`config.mk`:
```
export PLATFORM = sky130hd
export DESIGN_NAME = wmf_median
export DESIGN_NICKNAME = d
export VERILOG_FILES = /design/src/wmf_pkg.sv /design/src/wmf_median.sv
export SDC_FILE = /design/constraint.sdc
export NUM_CORES = 2
export LEC_CHECK = 0
export BUFFER_PORTS_ARGS = -buffer_cell sky130_fd_sc_hd__clkbuf_2
export CAP_MARGIN = 20
export CELL_PAD_IN_SITES_DETAIL_PLACEMENT = 0
export CELL_PAD_IN_SITES_GLOBAL_PLACEMENT = 2
export CORE_MARGIN = 2
export CORE_UTILIZATION = 34
export CTS_BUF_LIST = sky130_fd_sc_hd__clkbuf_8 sky130_fd_sc_hd__clkbuf_16
export CTS_CLUSTER_SIZE = 8
export DETAILED_ROUTE_END_ITERATION = 12
export GPL_ROUTABILITY_DRIVEN = 0
export MAX_ROUTING_LAYER = met4
export PLACE_DENSITY_LB_ADDON = 0.1
export REMOVE_ABC_BUFFERS = 1
export SKIP_CTS_REPAIR_TIMING = 1
export SYNTH_ARGS = -nofsm -noshare
export SYNTH_HDL_FRONTEND = slang
export SYNTH_SLANG_ARGS = --single-unit
```
`constraint.sdc`:
```
create_clock -name clk -period 20.9 [get_ports clk]
set_input_delay 3.135 -clock clk [delete_from_list [all_inputs] [get_ports clk]]
set_output_delay 3.135 -clock clk [all_outputs]
set_load 0.01 [all_outputs]
```
`src/wmf_pkg.sv`:
```
// Shared constants, types and helper functions of the window median filter.
package wmf_pkg;

  localparam int MAX_WIDTH  = 1024;
  localparam int ROWS_LIMIT = 1024;
  localparam int MAX_WINDOW = 7;
  localparam int STORE_ROWS = MAX_WINDOW - 1;
  localparam int NEWEST     = MAX_WINDOW - 2;
  localparam int PIX_W      = 8;
  localparam int COL_W      = $clog2(MAX_WIDTH);
  localparam int POS_W      = 11;
  localparam int RAD_W      = 2;
  localparam int SEL_W      = $clog2(STORE_ROWS);
  localparam int NCELL      = MAX_WINDOW * MAX_WINDOW;
  localparam int RANK_W     = $clog2(NCELL + 1);
  localparam int NSTAGE     = PIX_W;
  localparam int FIFO_DEPTH = 16;
  localparam int FIFO_AW    = $clog2(FIFO_DEPTH);
  localparam int ADDR_W     = 4;
  localparam int DATA_W     = 32;

  localparam logic [1:0] REG_FRAME_WIDTH  = 2'd0;
  localparam logic [1:0] REG_FRAME_HEIGHT = 2'd1;
  localparam logic [1:0] REG_WINDOW_SIZE  = 2'd2;

  typedef logic [STORE_ROWS-1:0][PIX_W-1:0] word_t;
  typedef logic [NCELL-1:0][PIX_W-1:0] cell_vec_t;
  typedef logic [MAX_WINDOW-1:0][MAX_WINDOW-1:0][PIX_W-1:0] win_t;

  typedef struct packed {
    logic             med;
    logic [PIX_W-1:0] border;
    logic             eor;
    logic             eof;
  } side_t;

  typedef struct packed {
    logic             eof;
    logic             eor;
    logic [PIX_W-1:0] value;
  } out_item_t;

  // Cells of the n x n window anchored at the newest corner.
  function automatic logic [NCELL-1:0] cell_mask(input logic [RAD_W-1:0] rad);
    logic [NCELL-1:0] m;
    int base;
    base = MAX_WINDOW - 1 - 2 * int'(rad);
    for (int i = 0; i < MAX_WINDOW; i++) begin
      for (int j = 0; j < MAX_WINDOW; j++) begin
        m[i*MAX_WINDOW+j] = (i >= base) && (j >= base);
      end
    end
    return m;
  endfunction

  function automatic logic [RANK_W-1:0] med_rank(input logic [RAD_W-1:0] rad);
    int n;
    n = 2 * int'(rad) + 1;
    return RANK_W'((n * n - 1) >> 1);
  endfunction

endpackage

```
`src/wmf_median.sv`:
```
// Pipelined median select: one result bit per stage, MSB first, by rank counting.
module wmf_median (
  input  logic                           clk,
  input  logic                           rst_n,
  input  logic                           in_vld,
  input  wmf_pkg::side_t                 in_side,
  input  wmf_pkg::cell_vec_t             cells,
  input  logic [wmf_pkg::RAD_W-1:0]      radius,
  output logic                           out_vld,
  output wmf_pkg::side_t                 out_side,
  output logic [wmf_pkg::PIX_W-1:0]      out_median
);

  localparam int NS = wmf_pkg::NSTAGE;

  logic                               vld_r   [NS+1];
  wmf_pkg::side_t                     side_r  [NS+1];
  logic [wmf_pkg::PIX_W-1:0]          res_r   [NS+1];
  wmf_pkg::cell_vec_t                 vals_r  [NS];
  logic [wmf_pkg::NCELL-1:0]          alive_r [NS];
  logic [wmf_pkg::RANK_W-1:0]         rank_r  [NS];

  always_ff @(posedge clk) begin
    if (!rst_n) begin
      vld_r[0] <= 1'b0;
    end else begin
      vld_r[0] <= in_vld;
    end
  end

  always_ff @(posedge clk) begin
    side_r[0]  <= in_side;
    res_r[0]   <= '0;
    vals_r[0]  <= cells;
    alive_r[0] <= wmf_pkg::cell_mask(radius);
    rank_r[0]  <= wmf_pkg::med_rank(radius);
  end

  for (genvar s = 0; s < NS; s++) begin : g_stage
    localparam int BI = wmf_pkg::PIX_W - 1 - s;
    logic [wmf_pkg::NCELL-1:0]  one_plane;
    logic [wmf_pkg::NCELL-1:0]  zero_plane;
    logic [wmf_pkg::RANK_W-1:0] zeros;
    logic                       take0;
    logic [wmf_pkg::PIX_W-1:0]  res_nxt;

    always_comb begin
      for (int i = 0; i < wmf_pkg::NCELL; i++) begin
        one_plane[i] = vals_r[s][i][BI];
      end
      zero_plane = alive_r[s] & ~one_plane;
      zeros      = wmf_pkg::RANK_W'($countones(zero_plane));
      take0      = rank_r[s] < zeros;
      res_nxt    = res_r[s];
      res_nxt[BI] = ~take0;
    end

    always_ff @(posedge clk) begin
      if (!rst_n) begin
        vld_r[s+1] <= 1'b0;
      end else begin
        vld_r[s+1] <= vld_r[s];
      end
    end

    always_ff @(posedge clk) begin
      side_r[s+1] <= side_r[s];
      res_r[s+1]  <= res_nxt;
    end

    if (s < NS - 1) begin : g_fwd
      always_ff @(posedge clk) begin
        vals_r[s+1]  <= vals_r[s];
        alive_r[s+1] <= take0 ? zero_plane : (alive_r[s] & one_plane);
        rank_r[s+1]  <= take0 ? rank_r[s] : (rank_r[s] - zeros);
      end
    end
  end

  assign out_vld    = vld_r[NS];
  assign out_side   = side_r[NS];
  assign out_median = res_r[NS];

endmodule

```
==> impl_summary.txt <==
----------------------------------------------------
[Run status]
  Result of the run ... finished, final reports clean

[Detailed routing]
  Via density per instance ... about 4
  Number of vias in the routed layout ... 31.8k
  Sum of met2 wire segment lengths after detailed routing ... 72.0 mm
  DRT Wirelength ... 137 mm
  Remaining number of nets flagged by the antenna check after routing ... 0
  Routed wire length per instance ... 17.3 µm
  Met3 wirelength from detailed routing ... 5.62 mm
  Number of design-rule violations left by the first detailed-router iteration ... around 940
  Top Metal Used ... met4
  DRC viols ... 0
  M1 WL ... 55.7 mm
  Iteration count of the initial detailed-routing pass ... 5

[Finish]
  Fillcell total ... 17.7k
  Commonest cells after routing, fill and taps aside ... sky130_fd_sc_hd__dfxtp_1 (2305), sky130_fd_sc_hd__clkbuf_2 (427), sky130_fd_sc_hd__inv_1 (395)
  Most common library cell in the layout ignoring fill and taps ... sky130_fd_sc_hd__dfxtp_1
  Layout cells sized above 1 ... 0.152
  Layout overhead on the synthesized area ... 21.2%
  Net total in the final layout ... 6295

[Clocking]
  Register clock-pin slew on the reported worst setup and hold paths ... 0.05 ns
  Root buf cell ... sky130_fd_sc_hd__clkbuf_16
  Clock network latency to the later pin of the worst-skew pair ... 0.93 ns
  Maximum clock insertion buffer count ... 4
  # H-tree levels ... 5
  CTS tree ... built
  CTS buffer count ... 340
  TritonCTS Sinks ... 2305

[Yosys]
  #FFs+latches synth ... 2305
  Post-synth cell types ... 48
  Mapped Avg Cell Area ... 13.8 µm²
  Number of flops mapped to enable cells by yosys ... 0
  Area of the mapped netlist ... 0.0651 mm²
  FFs w/ async S/R, synth ... 0
  Gate Count Post-Synth ... roughly 4.7k
  Sequential share of the synthesized area ... 0.709
  Syn. warnings ... 0
  Most instantiated flip-flop cell in the synthesis netlist ... sky130_fd_sc_hd__dfxtp_1

[Power]
  Power consumption ... ~14 mW
  Power per Cell Area ... 178 mW/mm²
  Worst voltage drop across the vdd grid ... 0.275 mV
  Leakage power figure ... 35.1 nW

[STA]
  Final setup violating endpoints ... 0
  Number of pins with negative max-slew slack in the final report ... 0
  Worst hold-check slack ... 0.271 ns
  RSZ-0062 raised after global routing ... false
  Final hold viol count ... 0
  Ratio of final minimum period to clock period ... 0.411
  Transition time at the pin with the least slew margin ... 0.857 ns
  Max Clock Freq ... 0.116 GHz
  Final-layout setup total negative slack ... 0 ns
  Slew HR ... 0.428
  Worst-case clock skew ... 0.0904 ns
  Min cycle time layout ... 8.58 ns

[Critical path]
  Critical R2R Launch ... rank_r[0][4]
  Critical Path End Type ... flip-flop
  Worst EP required ... 21.67 ns
  CP startpoint ... rank_r[0][4]
  Crit path DAT ... approximately 9.4 ns
  Critical Path Start Type ... flip-flop
  Type of the worst setup path ... reg2reg
  Critical path fanouts, max ... 56
  Count of cells along the worst register-to-register path ... 23
  End point of the critical path ... alive_r[0][77]
  R2r setup slk ... between 10 and 15 ns
  FF-to-FF End ... alive_r[0][77]

[Die]
  Effective utilization at floorplan ... 0.342
  Boundary Pins ... roughly 430
  Die outline height ... 442 µm
  Die width ... 442 µm
  Core area ... 0.190 mm²
  Area of the die ... slightly below 0.2 mm²
  Row Count ... 160

[Global route]
  Remaining global-route overflow ... 0
  Global-route wire length before repair ... 205 mm
  Pin count of the biggest net entering global routing ... 85
  Number of antenna violations at the first check in global routing ... 14
  Overall global routing resource usage ... 0.148
  Number of global-route vias before repair ... 34.7k

[Placement]
  Port Buffer Count ... between 400 and 500
  Final HPWL DP ... just over 100 mm

[Worst hold path]
  Class of the worst hold path ... reg2reg

[Job]
  MaxCap Viol Count ... 0

----------------------------------------------------
[worst min path at each step]
stage	from	end	slack [ns]	cells past startpoint
after floorplan	res_r[0][15]	res_r[0][23]	0.31	0
after global placement	side_r[0][33]	side_r[0][44]	0.31	0
after detailed placement	vals_r[0][904]	vals_r[0][1296]	0.31	0
after CTS	vals_r[0][1100]	vals_r[0][1492]	0.27	0
after global routing	vals_r[0][1100]	vals_r[0][1492]	0.27	0
final	vals_r[0][1100]	vals_r[0][1492]	0.27	0
[worst max-delay path, cell delays in order, from the launching register on]
cell,delay [ns]
sky130_fd_sc_hd__dfxtp_1,0.30
sky130_fd_sc_hd__buf_4,0.41
sky130_fd_sc_hd__nand2b_1,0.18
sky130_fd_sc_hd__fa_1,0.56
sky130_fd_sc_hd__inv_1,0.05
sky130_fd_sc_hd__fa_1,0.47
sky130_fd_sc_hd__inv_1,0.06
sky130_fd_sc_hd__fa_1,0.56
sky130_fd_sc_hd__fa_1,0.59
sky130_fd_sc_hd__fa_1,0.55
sky130_fd_sc_hd__fa_1,0.55
sky130_fd_sc_hd__inv_1,0.06
sky130_fd_sc_hd__fa_1,0.53
sky130_fd_sc_hd__inv_1,0.05
sky130_fd_sc_hd__fa_1,0.46
sky130_fd_sc_hd__fa_1,0.53
sky130_fd_sc_hd__inv_1,0.07
sky130_fd_sc_hd__fa_1,0.46
sky130_fd_sc_hd__nor2b_1,0.17
sky130_fd_sc_hd__o311ai_1,0.18
sky130_fd_sc_hd__a21oi_4,0.68
sky130_fd_sc_hd__buf_4,0.63
sky130_fd_sc_hd__xnor2_1,0.11
sky130_fd_sc_hd__and2_1,0.18
[metal layers]
| metal | track usage | vias to the layer above |
|---|---|---|
| met5 | - | - |
| met4 | 0.0564 | 0 |
| met3 | 0.0328 | 263 |
| met2 | 0.259 | 622 |
| met1 | 0.163 | 14700 |
| li1 | - | 16200 |
[final cells by class]
class	instances	area (µm²)	share of cell area
clock inverters	17	114	0.00144
flip-flops and latches	2305	46100	0.585
multi-input cells	1941	17000	0.216
clock buffers	351	8730	0.111
diodes	8	20.0	0.000254
repair buffers	440	2250	0.0286
inverters	389	1460	0.0185
well taps	2511	3140	0.0398
[sequential cells by signal (all words and copies together) (netlist names)]
signal and flops:
vld_r 9, vals_r 1764, rank_r 47, alive_r 350
side_r 99, res_r 36
[synth_stat cells, types with 10 or more instances]
master                     number  share of area
sky130_fd_sc_hd__nand2b_1     180          0.017
sky130_fd_sc_hd__and3_1        78         0.0075
sky130_fd_sc_hd__xnor2_1       39         0.0052
sky130_fd_sc_hd__nand3b_1      27         0.0031
sky130_fd_sc_hd__buf_4         16         0.0018
sky130_fd_sc_hd__buf_6         10         0.0017
sky130_fd_sc_hd__fa_1         327           0.10
sky130_fd_sc_hd__nor2b_1      221          0.021
sky130_fd_sc_hd__nand3_1      141          0.011
sky130_fd_sc_hd__a21oi_1       39         0.0030
sky130_fd_sc_hd__o31ai_1       10         0.0012
sky130_fd_sc_hd__nand2_1      161         0.0093
sky130_fd_sc_hd__clkbuf_1      39         0.0022
sky130_fd_sc_hd__and2_1        35         0.0034
sky130_fd_sc_hd__dfxtp_1     2305           0.71
sky130_fd_sc_hd__o21ai_1       41         0.0032
sky130_fd_sc_hd__nor2_1        75         0.0043
sky130_fd_sc_hd__ha_1         143          0.027
sky130_fd_sc_hd__inv_1        386          0.022
sky130_fd_sc_hd__o21ai_0      202          0.016
sky130_fd_sc_hd__a21o_1       121          0.014
sky130_fd_sc_hd__xor2_1        29         0.0039
sky130_fd_sc_hd__buf_2         25         0.0019
[through the flow]
| step | util | area (µm²) | cells | worst slack [ns] |
|---|---|---|---|---|
| after floorplan | - | 64600 | 4635 | 10.33 |
| after global placement | 0.368 | 70000 | 7585 | 12.20 |
| after detailed placement | 0.368 | 70000 | 7586 | 12.22 |
| after CTS | 0.415 | 78900 | 7954 | 12.20 |
| after global routing | 0.415 | 78900 | 7958 | 11.78 |
| final | 0.415 | 78900 | 7962 | 12.32 |
[report_power, final]
part / switching, mW / internal [mW]
clock: 1.71 / 2.89
sequential: 0.186 / 4.86
combinational: 2.57 / 1.83
[cells by family after synthesis]
family,after synthesis,synth area share
xor gates and xnor gates,68,0.00915
buffers and inverters,482,0.0304
AOI/OAI and AO/OA,456,0.0431
DFF,2305,0.709
muxes,11,0.00185
adders and majority gates,470,0.128
and+or+nand+nor,936,0.0787
(Power assumes the default switching activity.)
