--- config.mk ---
export PLATFORM = sky130hd
export DESIGN_NAME = wmf_out_fifo
export DESIGN_NICKNAME = d
export VERILOG_FILES = /design/src/wmf_pkg.sv /design/src/wmf_out_fifo.sv
export SDC_FILE = /design/constraint.sdc
export NUM_CORES = 1
export LEC_CHECK = 0
export ABC_AREA = 1
export BUFFER_PORTS_ARGS = -buffer_cell sky130_fd_sc_hd__buf_4
export CORE_MARGIN = 1
export CORE_UTILIZATION = 40
export CTS_CLUSTER_DIAMETER = 200
export DETAILED_ROUTE_END_ITERATION = 16
export PLACE_DENSITY = 0.55
export SLEW_MARGIN = 25
export SYNTH_ARGS = -nofsm -noshare
export SYNTH_HDL_FRONTEND = slang
export SYNTH_SLANG_ARGS = --single-unit
--- constraint.sdc ---
create_clock -name clk -period 2 [get_ports clk]
set_input_delay 0.1 -clock clk [delete_from_list [all_inputs] [get_ports clk]]
set_output_delay 0.1 -clock clk [all_outputs]
set_load 0.03 [all_outputs]
--- src/wmf_pkg.sv ---
// Shared constants, types and helper functions of the window median filter.
package wmf_pkg;

  localparam int MAX_WIDTH  = 1024;
  localparam int ROWS_LIMIT = 1024;
  localparam int MAX_WINDOW = 7;
  localparam int STORE_ROWS = MAX_WINDOW - 1;
  localparam int NEWEST     = MAX_WINDOW - 2;
  localparam int PIX_W      = 8;
  localparam int COL_W      = $clog2(MAX_WIDTH);
  localparam int POS_W      = 11;
  localparam int RAD_W      = 2;
  localparam int SEL_W      = $clog2(STORE_ROWS);
  localparam int NCELL      = MAX_WINDOW * MAX_WINDOW;
  localparam int RANK_W     = $clog2(NCELL + 1);
  localparam int NSTAGE     = PIX_W;
  localparam int FIFO_DEPTH = 16;
  localparam int FIFO_AW    = $clog2(FIFO_DEPTH);
  localparam int ADDR_W     = 4;
  localparam int DATA_W     = 32;

  localparam logic [1:0] REG_FRAME_WIDTH  = 2'd0;
  localparam logic [1:0] REG_FRAME_HEIGHT = 2'd1;
  localparam logic [1:0] REG_WINDOW_SIZE  = 2'd2;

  typedef logic [STORE_ROWS-1:0][PIX_W-1:0] word_t;
  typedef logic [NCELL-1:0][PIX_W-1:0] cell_vec_t;
  typedef logic [MAX_WINDOW-1:0][MAX_WINDOW-1:0][PIX_W-1:0] win_t;

  typedef struct packed {
    logic             med;
    logic [PIX_W-1:0] border;
    logic             eor;
    logic             eof;
  } side_t;

  typedef struct packed {
    logic             eof;
    logic             eor;
    logic [PIX_W-1:0] value;
  } out_item_t;

  // Cells of the n x n window anchored at the newest corner.
  function automatic logic [NCELL-1:0] cell_mask(input logic [RAD_W-1:0] rad);
    logic [NCELL-1:0] m;
    int base;
    base = MAX_WINDOW - 1 - 2 * int'(rad);
    for (int i = 0; i < MAX_WINDOW; i++) begin
      for (int j = 0; j < MAX_WINDOW; j++) begin
        m[i*MAX_WINDOW+j] = (i >= base) && (j >= base);
      end
    end
    return m;
  endfunction

  function automatic logic [RANK_W-1:0] med_rank(input logic [RAD_W-1:0] rad);
    int n;
    n = 2 * int'(rad) + 1;
    return RANK_W'((n * n - 1) >> 1);
  endfunction

endpackage

--- src/wmf_out_fifo.sv ---
// Result FIFO between the filter pipeline and the output stream.
module wmf_out_fifo (
  input  logic                  clk,
  input  logic                  rst_n,
  input  logic                  push,
  input  wmf_pkg::out_item_t    push_data,
  input  logic                  pop,
  output wmf_pkg::out_item_t    pop_data,
  output logic                  not_empty
);

  wmf_pkg::out_item_t             buf_r [wmf_pkg::FIFO_DEPTH];
  logic [wmf_pkg::FIFO_AW-1:0]    wr_ptr_r, wr_ptr_nxt;
  logic [wmf_pkg::FIFO_AW-1:0]    rd_ptr_r, rd_ptr_nxt;
  logic [wmf_pkg::FIFO_AW:0]      cnt_r, cnt_nxt;

  always_comb begin
    wr_ptr_nxt = push ? wr_ptr_r + 1'b1 : wr_ptr_r;
    rd_ptr_nxt = pop ? rd_ptr_r + 1'b1 : rd_ptr_r;
    cnt_nxt    = cnt_r + {{wmf_pkg::FIFO_AW{1'b0}}, push} - {{wmf_pkg::FIFO_AW{1'b0}}, pop};
  end

  always_ff @(posedge clk) begin
    if (!rst_n) begin
      wr_ptr_r <= '0;
      rd_ptr_r <= '0;
      cnt_r    <= '0;
    end else begin
      wr_ptr_r <= wr_ptr_nxt;
      rd_ptr_r <= rd_ptr_nxt;
      cnt_r    <= cnt_nxt;
    end
  end

  always_ff @(posedge clk) begin
    if (push) begin
      buf_r[wr_ptr_r] <= push_data;
    end
  end

  assign pop_data  = buf_r[rd_ptr_r];
  assign not_empty = (cnt_r != '0);

endmodule

==> results.tsv, run 1 <==
metric	value	unit
tritoncts	yes	
die_area	19930	µm²
placement.io_buffers	24	
worst_hold_startpoint	push_data[8]	
drt_iter0_markers	366	
layout.cells.most_common	nand2_1	
post-synth-top-area-cell	edfxtp_1	
fill_cells	1724	
final.min_clock_period	1923	ps
postSynth.topFlopCell	edfxtp_1	
first_pass_grt_wire_length	26960	µm
cts_inserted_buffers	17	
route.detailed.wl_per_inst	16.69	µm
timing.critical_path.max_delay_family	simple AND/OR/NAND/NOR gates	
postSynthRegisterBits	177	
synth.yosys.seq_area_share	66.42	%
crit_path_max_incr_delay	450	ps
leakagePower	3.867	nW
cts-root-to-sink-buffers	2	
groute.usage.overall	18.50	%
crit_path_cell_trace	inv_6, buf_12, nand2_1, nand2_1, nand2_1, nand3_1, nand3_1, nand2_1, buf_4	
whs_endpoint	buf_r[10][8]	
max_clock_freq	519.9	MHz
worstPathBufferInverterCount	3	
placedCellCount	1039	
critPathMaxFanout	14	
clockRootBuffer	clkbuf_16	
timing_hold_violations_final	0	
irDropWorstVdd	0.5294	mV
grt.met2_usage	29.81	%
synth_enable_flop_cells	160	
postLayoutSetupSlackWorst	76.64	ps
antenna_found_initial	0	
multiInputGateArea	1849	µm²
chipWidth	141.2	µm
std_cell_rows	50	
synth_top_cell_area_share	62.03	%
fin_tns_setup	0	ps
share_of_layout_cells_above_drive_strength_1	10.46	%
detailedPlace.worstSlack	192.2	ps
dieHeight	141.2	µm
relative_slew_slack	69.99	%
gp_congestion	0.8162	
use_met1	24.56	%
ioPinCount	25	
overflow	0	
setup.worst_path.class	flop to output pin	
holdCritPathClass	primary input to flop	
drc	0	
global_route.peak_usage_layer	met2	
power_density	887.0	nW/µm²
synth_nets	786	
power.share.switching	24.59	%
clkSinkCount	177	
critical_path.startpoint_type	flop	
switchingPower	1.966	mW
initial_utilization	41.14	%
synth.cell_area	7746	µm²
internal_power	6.028	mW
netlist_top_cells_area	edfxtp_1 (62%), nand2_1 (11%), nand3_1 (7.9%)	
timing.critical_path.slowest_stage_cell	dfxtp_4	
worst_slew_pin_slew	447.4	ps
timing.reg2reg.worst_path_depth	11	
required_time_worst_endpoint	1900	ps
cp.arrival	1820	ps
slew_violations	0	
maxCapViolations	0	
synth_warnings	0	
groute.layer.met3.usage	3.567	%
power_frac_seq	52.0	%
firstDrtPassIters	5	
mostFrequentLayoutCells	nand2_1 (226), edfxtp_1 (160), inv_1 (137)	
power.share.combinational	12.7	%
postSynthAreaPerCell	10.19	µm²
hold_path_depth	1	
crit_top_cell	nand2_1	
finalSetupViolations	0	
r2r_start	cnt_r[0]	
num-nets-final	839	
standard_cell_core_area	18830	µm²
first_global_vias	4860	
fin_skew	6.563	ps
synthToLayoutAreaGrowth	16.35	%
cts-htree-levels	4	
synth-async-reset-ratio	0	%
unrepaired_setup_endpoints_after_global_routing	yes	
clock_latency	430	ps
route.antenna.remaining_nets	0	
detail_route.vias_per_cell	4.765	
critical_path.endpoint_type	output pin	
rr_endpoint	cnt_r[4]	
place_hpwl	10610	µm
n_antenna_cell	0	
ff2ff_setup_slack	190	ps
grt_max_degree	53	
timing.final.crit_share	96.17	%
count_of_distinct_cell_types_in_the_synthesized_netlist	23	
worst_setup_hold_path_clk_slew	60	ps
outcome	completed	
finalNonFillerCells	1082	
power_frac_clock	35.3	%
ff_latch_area	5149	µm²
total_number_of_vias	5156	
synthCells	760	
wirelength	18050	µm
==> repair_timing <==
item / 4_1_cts / 5_1_grt
hold buffers: 8 / 1
gates cloned: 0 / 4
endpoints found under the setup margin: 5 / 9
gates resized for setup: 1 / 6
buffers inserted: 0 / 2
endpoints found under the hold margin: 69 / 4
pin swaps: 0 / 0
==> layer usage <==
layer / wire [µm] / vias up
li1: - / 2539
met1: 8292 / 2477
met2: 8683 / 121
met3: 811 / 19
met4: 267 / 0
met5: 0 / -
==> metrics by stage <==
step	power, mW	area, µm²	hold slack (ps)	util (%)
after floorplan	4.871	7746	195.9	-
after global placement	5.152	8287	344.6	44.01
after detailed placement	5.181	8287	346.7	44.01
after CTS	7.987	8851	1.092	47.00
after global routing	8.282	9012	10.99	47.86
final	7.994	9012	16.12	47.86
==> cell families (layout without fill, tap and decap cells) <==
family | after synthesis | in the layout | synth area share, %
simple gates | 383 | 383 | 20.63
flops | 177 | 177 | 66.42
buf+inv | 173 | 235 | 9.772
fa+ha+maj | 12 | 12 | 2.035
compound gates | 12 | 12 | 0.8076
xor+xnor | 3 | 3 | 0.3393
==> registers in the layout, indices dropped and copies added, names as in the netlist, named ones only <==
signal / flops
cnt_r: 5
rd_ptr_r: 4
wr_ptr_r: 4
buf_r: 160
==> cells in the mapped netlist, types with 2 or more instances <==
cell type and count:
a21oi_1 8, buf_1 3, buf_2 12, buf_4 5, buf_6 9, clkbuf_1 3
dfxtp_1 17, edfxtp_1 160, ha_1 11, inv_1 137, nand2_1 228, nand3_1 122
nand4_1 2, nor2_1 30, o21ai_0 3, xor2_1 3
==> worst max-delay path by stage <==
stage / endpoint / slack, ps / cells past startpoint
final: pop_data[5] / 80 / 9
after global routing: pop_data[5] / -5 / 8
after floorplan: cnt_r[4] / 330 / 11
after CTS: pop_data[9] / 9 / 9
after global placement: cnt_r[4] / 260 / 11
after detailed placement: cnt_r[4] / 190 / 11
==> power by group through the flow <==
| stage | Combinational (mW) | Clock [mW] | Sequential (mW) |
|---|---|---|---|
| after floorplan | 0.651 | 0 | 4.22 |
| after global placement | 0.920 | 0 | 4.23 |
| after detailed placement | 0.946 | 0 | 4.24 |
| after CTS | 0.962 | 2.87 | 4.16 |
| after global routing | 1.12 | 3.00 | 4.16 |
| final | 1.02 | 2.82 | 4.16 |
==> worst register-to-register path: stages, from the launching register on <==
cell     delay (ps)
dfxtp_1         310
inv_1            50
ha_1            270
inv_1            40
ha_1            200
fa_1            400
nand2_1         100
a21oi_1          60
nor2_1          130
nand2_1          70
nand2_1          60
nor2_1           30
==> layout make-up <==
cell class                 instances  share of cell area, %
tap                              260                  3.610
multi-input combinational        410                  20.52
inverter                         140                  5.914
clock buffer                      20                  4.845
sequential                       177                  57.13
clock inverter                     8                 0.4998
timing repair buffer              67                  7.483
Note: power is estimated with default switching activity, not from simulation.
==> run 2: changes to the inputs <==
--- a/config.mk
+++ b/config.mk
@@ -11,6 +11,8 @@
 export CORE_UTILIZATION = 40
 export CTS_CLUSTER_DIAMETER = 200
 export DETAILED_ROUTE_END_ITERATION = 16
+export HOLD_SLACK_MARGIN = 0.1
+export MAX_ROUTING_LAYER = met4
 export PLACE_DENSITY = 0.55
 export SLEW_MARGIN = 25
 export SYNTH_ARGS = -nofsm -noshare
==> run 2 against run 1 <==
  * Die area unchanged
  * Worst hold slack improved by 450 ps
  * Total power hardly changed
  * Maximum frequency down 0.88%
  * Count of clock-buffer cells in the layout unchanged
  * Critical endpoint is now pop_data[0]
  * Largest power group unchanged
==> results.tsv, run 2 (synthesized netlist as in run 1, its figures left out) <==
metric	value	unit
antenna_found_initial	0	
worst_slew_pin_slew	435.6	ps
maxCapViolations	0	
critPathMaxFanout	26	
multiInputGateArea	1847	µm²
largest_registers	buf_r: 160 flops, cnt_r: 5 flops	
dieHeight	141.2	µm
ff_latch_area	5149	µm²
n_antenna_cell	0	
groute.usage.overall	19.13	%
setup.worst_path.class	flop to output pin	
clockRootBuffer	clkbuf_16	
power_density	882.4	nW/µm²
final.min_clock_period	1940	ps
fin_util	48.15	%
synthToLayoutAreaGrowth	17.06	%
cts-root-to-sink-buffers	2	
num-nets-final	845	
relative_slew_slack	70.78	%
clkSinkCount	177	
route.detailed.wl_per_inst	16.60	µm
unrepaired_setup_endpoints_after_global_routing	yes	
finalPower	8.002	mW
chipWidth	141.2	µm
cts-htree-levels	4	
share_of_layout_cells_above_drive_strength_1	10.39	%
cp.arrival	1840	ps
largest_reg_flops	160	
ioPinCount	25	
clock_latency	430	ps
timing.final.crit_share	97.02	%
wirelength	18060	µm
finalSetupViolations	0	
timing_hold_violations_final	0	
first_global_vias	4913	
crit_path_cell_trace	inv_6, clkbuf_16, nand2_1, nand3_1, nand3_1, nand3_1, nand2_1, buf_4	
most_flop_heavy_register	buf_r	
route.antenna.remaining_nets	0	
critical_path.endpoint_type	output pin	
grt_max_degree	53	
timing.critical_path.slowest_stage_cell	dfxtp_4	
gp_congestion	0.8283	
first_pass_grt_wire_length	27010	µm
slew_violations	0	
timing.critical_path.max_delay_family	buffers and inverters	
holdCritPathClass	primary input to flop	
crit_top_cell	nand3_1	
place_hpwl	10610	µm
fin_tns_setup	0	ps
std_cell_rows	50	
drc	0	
drt_iter0_markers	375	
firstDrtPassIters	5	
placement.io_buffers	24	
total_number_of_vias	5210	
layout.cells.most_common	nand2_1	
ff2ff_setup_slack	190	ps
tritoncts	yes	
max_clock_freq	515.3	MHz
critical_path.startpoint_type	flop	
outcome	completed	
leakagePower	3.894	nW
fill_cells	1722	
mostFrequentLayoutCells	nand2_1 (227), edfxtp_1 (160), inv_1 (137)	
worst_setup_hold_path_clk_slew	60	ps
initial_utilization	41.14	%
fin_skew	6.705	ps
required_time_worst_endpoint	1900	ps
worstPathBufferInverterCount	3	
die_area	19930	µm²
irDropWorstVdd	0.5355	mV
overflow	0	
detail_route.vias_per_cell	4.789	
standard_cell_core_area	18830	µm²
cts_inserted_buffers	17	
crit_path_max_incr_delay	400	ps
[run 2: cell types whose count changed in the layout (fill, tap and decap cells not counted)]
cell and change:
nand2_1 +1, buf_4 +1, dlygate4sd3_1 +5, nand2_2 -1
buf_2 -1, clkbuf_2 +1
[run 2: path summary, 6_finish.rpt]
path | start | endpoint | depth (start not counted)
setup / recovery | flop | pop_data[0] | 8
setup reg to reg | cnt_r[0] | cnt_r[4] | 11
hold reg to reg | rd_ptr_r[2] | rd_ptr_r[2] | 2
hold / removal | pop | rd_ptr_r[0] | 3
[run 2: final cells by class]
cell class	count	area share, %
Clock inverter	8	0.4968
Inverter	140	5.878
Sequential cell	177	56.78
Timing Repair Buffer	73	8.072
Clock buffer	20	4.816
Multi-Input combinational cell	410	20.37
Tap cell	260	3.588
[run 2: layer usage]
metal / vias to the layer above / wire [µm] / GRT usage (%) / part of all wire, %
met2: 138 / 8631 / 29.91 / 48
li1: 2553 / - / - / -
met4: 0 / 331 / 7.838 / 1.8
met3: 27 / 814 / 3.567 / 4.5
met5: - / 0 / - / 0
met1: 2492 / 8279 / 24.51 / 46
[run 2: worst register-to-register path, cell delays in order, from the launching register on]
cell and delay, ps:
dfxtp_1 310, inv_1 50, ha_1 270, inv_1 40
ha_1 200, fa_1 400, nand2_1 90, a21oi_1 60
nor2_1 130, nand2_1 70, nand2_1 60, nor2_1 30
[run 2: metrics by stage]
stage | std cells | hold WS, ps | cell area [µm²] | setup WS, ps
after global routing | 1088 | 467.2 | 9067 | 2.832
after detailed placement | 1039 | 346.7 | 8287 | 192.2
after floorplan | 760 | 195.9 | 7746 | 334.0
final | 1088 | 463.0 | 9067 | 59.51
after global placement | 1039 | 344.6 | 8287 | 257.5
after CTS | 1081 | 453.6 | 8911 | 9.080
[run 2: report_power, final]
part           internal, mW  leakage, nW  switching [mW]
clock network          1.54        0.228            1.28
registers              4.11         1.59          0.0456
logic                 0.385         2.08           0.642
[run 2: what timing repair did]
action,in CTS,in global routing
hold buffers,14,0
resized for setup,1,5
endpoints found under the hold margin,174,0
gates cloned,0,4
setup endpoints to repair,5,9
buffers inserted,0,3
==> run 3: changes to the inputs <==
--- a/config.mk
+++ b/config.mk
@@ -8,12 +8,12 @@
 export ABC_AREA = 1
 export BUFFER_PORTS_ARGS = -buffer_cell sky130_fd_sc_hd__buf_4
 export CORE_MARGIN = 1
-export CORE_UTILIZATION = 40
+export CORE_UTILIZATION = 50
 export CTS_CLUSTER_DIAMETER = 200
 export DETAILED_ROUTE_END_ITERATION = 16
 export HOLD_SLACK_MARGIN = 0.1
 export MAX_ROUTING_LAYER = met4
-export PLACE_DENSITY = 0.55
+export PLACE_DENSITY = 0.66
 export SLEW_MARGIN = 25
 export SYNTH_ARGS = -nofsm -noshare
 export SYNTH_HDL_FRONTEND = slang
==> constraint.sdc (replaced) <==
create_clock -name clk -period 2.3 [get_ports clk]
set_input_delay 0.115 -clock clk [delete_from_list [all_inputs] [get_ports clk]]
set_output_delay 0.115 -clock clk [all_outputs]
set_load 0.03 [all_outputs]
==> run 3 against run 2 <==
  * Cell area fell by 2.2%
  * Cell count shrank 7.0%
  * Utilization increased by 10 points
  * Critical path depth did not move
  * First-iteration DRC count rose by 8.0%
  * Setup slack gained 120 ps
  * Total power fell by 9.2%
  * Largest power group unchanged
==> results.tsv, run 3 (synthesized netlist as in run 1, its figures left out) <==
metric	value	unit
largest_registers	buf_r: 160 flops, cnt_r: 5 flops	
final.min_clock_period	2116	ps
crit_path_max_incr_delay	440	ps
outcome	completed	
required_time_worst_endpoint	2180	ps
synthToLayoutAreaGrowth	14.44	%
postLayoutSetupSlackWorst	184.3	ps
antenna_found_initial	1	
setup.worst_path.class	flop to output pin	
die_area	15990	µm²
fin_tns_setup	0	ps
first_global_vias	4940	
share_of_layout_cells_above_drive_strength_1	9.721	%
crit_top_cell	nand2_1	
unrepaired_setup_endpoints_after_global_routing	no	
critPathMaxFanout	80	
grt_max_degree	81	
first_pass_grt_wire_length	26440	µm
crit_path_cell_trace	inv_6, nand2_1, nand2_1, nand2_1, nand3_1, nand3_1, nand2_1, buf_4	
maxCapViolations	0	
route.antenna.remaining_nets	0	
route.detailed.wl_per_inst	16.57	µm
finalSetupViolations	0	
total_number_of_vias	5175	
standard_cell_core_area	15150	µm²
drt_iter0_markers	405	
detailedPlace.worstSlack	532.6	ps
critical_path.startpoint_type	flop	
timing_hold_violations_final	0	
leakagePower	3.840	nW
detail_route.vias_per_cell	5.114	
groute.usage.overall	23.43	%
timing.critical_path.slowest_stage_cell	inv_6	
gp_congestion	0.8360	
initial_utilization	51.14	%
holdCritPathClass	primary input to flop	
clkSinkCount	177	
tritoncts	yes	
layout.cells.most_common	nand2_1	
mostFrequentLayoutCells	nand2_1 (228), edfxtp_1 (160), inv_1 (137)	
cts-root-to-sink-buffers	2	
ioPinCount	25	
cts_inserted_buffers	17	
fin_skew	11.95	ps
num-nets-final	836	
worst_setup_hold_path_clk_slew	60	ps
cts-htree-levels	4	
placement.io_buffers	24	
max_clock_freq	472.7	MHz
largest_reg_flops	160	
clockRootBuffer	clkbuf_16	
timing.final.crit_share	91.99	%
most_flop_heavy_register	buf_r	
placedCellCount	965	
wirelength	16770	µm
finalPower	7.263	mW
place_hpwl	10090	µm
worst_slew_pin_slew	614.4	ps
relative_slew_slack	59.04	%
chipWidth	126.5	µm
overflow	0	
std_cell_rows	45	
fill_cells	1232	
drc	0	
slew_violations	0	
post_cts_resized	0	
clock_latency	430	ps
irDropWorstVdd	0.5157	mV
dieHeight	126.5	µm
critical_path.endpoint_type	output pin	
finalNonFillerCells	1012	
firstDrtPassIters	8	
power_density	819.3	nW/µm²
cp.arrival	2000	ps
==> run 3: changes by cell type in the layout (fill, tap and decap cells not counted), moves of 2 or more <==
| cell | delta |
|---|---|
| buf_12 | -2 |
| buf_16 | -2 |
| bufinv_16 | +3 |
| clkbuf_16 | -4 |
==> run 3: per-layer routing <==
layer	share of wire, %	GRT usage, %
met5	0	-
met3	5.6	4.260
met2	49	37.24
met1	43	29.72
met4	2.0	9.993
==> run 3: final cells by class <==
cell class / count / area (µm²) / area share (%)
flip-flops and latches: 177 / 5146 / 58.05
multi-input cells: 410 / 1844 / 20.80
inverters: 140 / 530.5 / 5.984
repair buffers: 64 / 528.0 / 5.956
clock buffers: 20 / 436.7 / 4.926
well taps: 188 / 235.2 / 2.653
clock inverters: 12 / 141.4 / 1.595
diodes: 1 / 2.502 / 0.02823
==> run 3: critical path, delay by kind of cell (launching register included) <==
family | cells | cell delay, ps
flops | 1 | 350
buf+inv | 2 | 600
simple gates | 6 | 560
==> run 3: power by group <==
part | switching (mW) | total [mW] | leakage [nW] | internal (mW)
Sequential | 0.0384 | 3.61 | 1.59 | 3.57
Combinational | 0.524 | 0.808 | 1.98 | 0.284
Clock | 1.15 | 2.84 | 0.279 | 1.69
Total | 1.71 | 7.26 | 3.84 | 5.55
==> run 3: what timing repair did <==
action / CTS / global route
hold buffers: 14 / 0
setup buffers: 0 / 0
setup endpoints to repair: 0 / 0
hold endpoints to repair: 174 / 0
==> run 3: path summary, 6_finish.rpt <==
path | start | end | slack [ps] | depth (start not counted)
max | flop | pop_data[0] | 180 | 8
min | pop | rd_ptr_r[0] | 470 | 3
max reg2reg | cnt_r[0] | cnt_r[4] | 510 | 11
min reg2reg | rd_ptr_r[2] | flop | 500 | 2
==> run 3: per-stage QoR <==
stage | cell area, µm² | util, % | hold WS, ps
2_1_floorplan | 7746 | - | 210.9
3_3_place_gp | 8144 | 53.77 | 355.8
3_5_place_dp | 8144 | 53.77 | 365.9
4_1_cts | 8862 | 58.51 | 459.4
5_1_grt | 8865 | 58.53 | 483.7
6_report | 8865 | 58.53 | 465.5
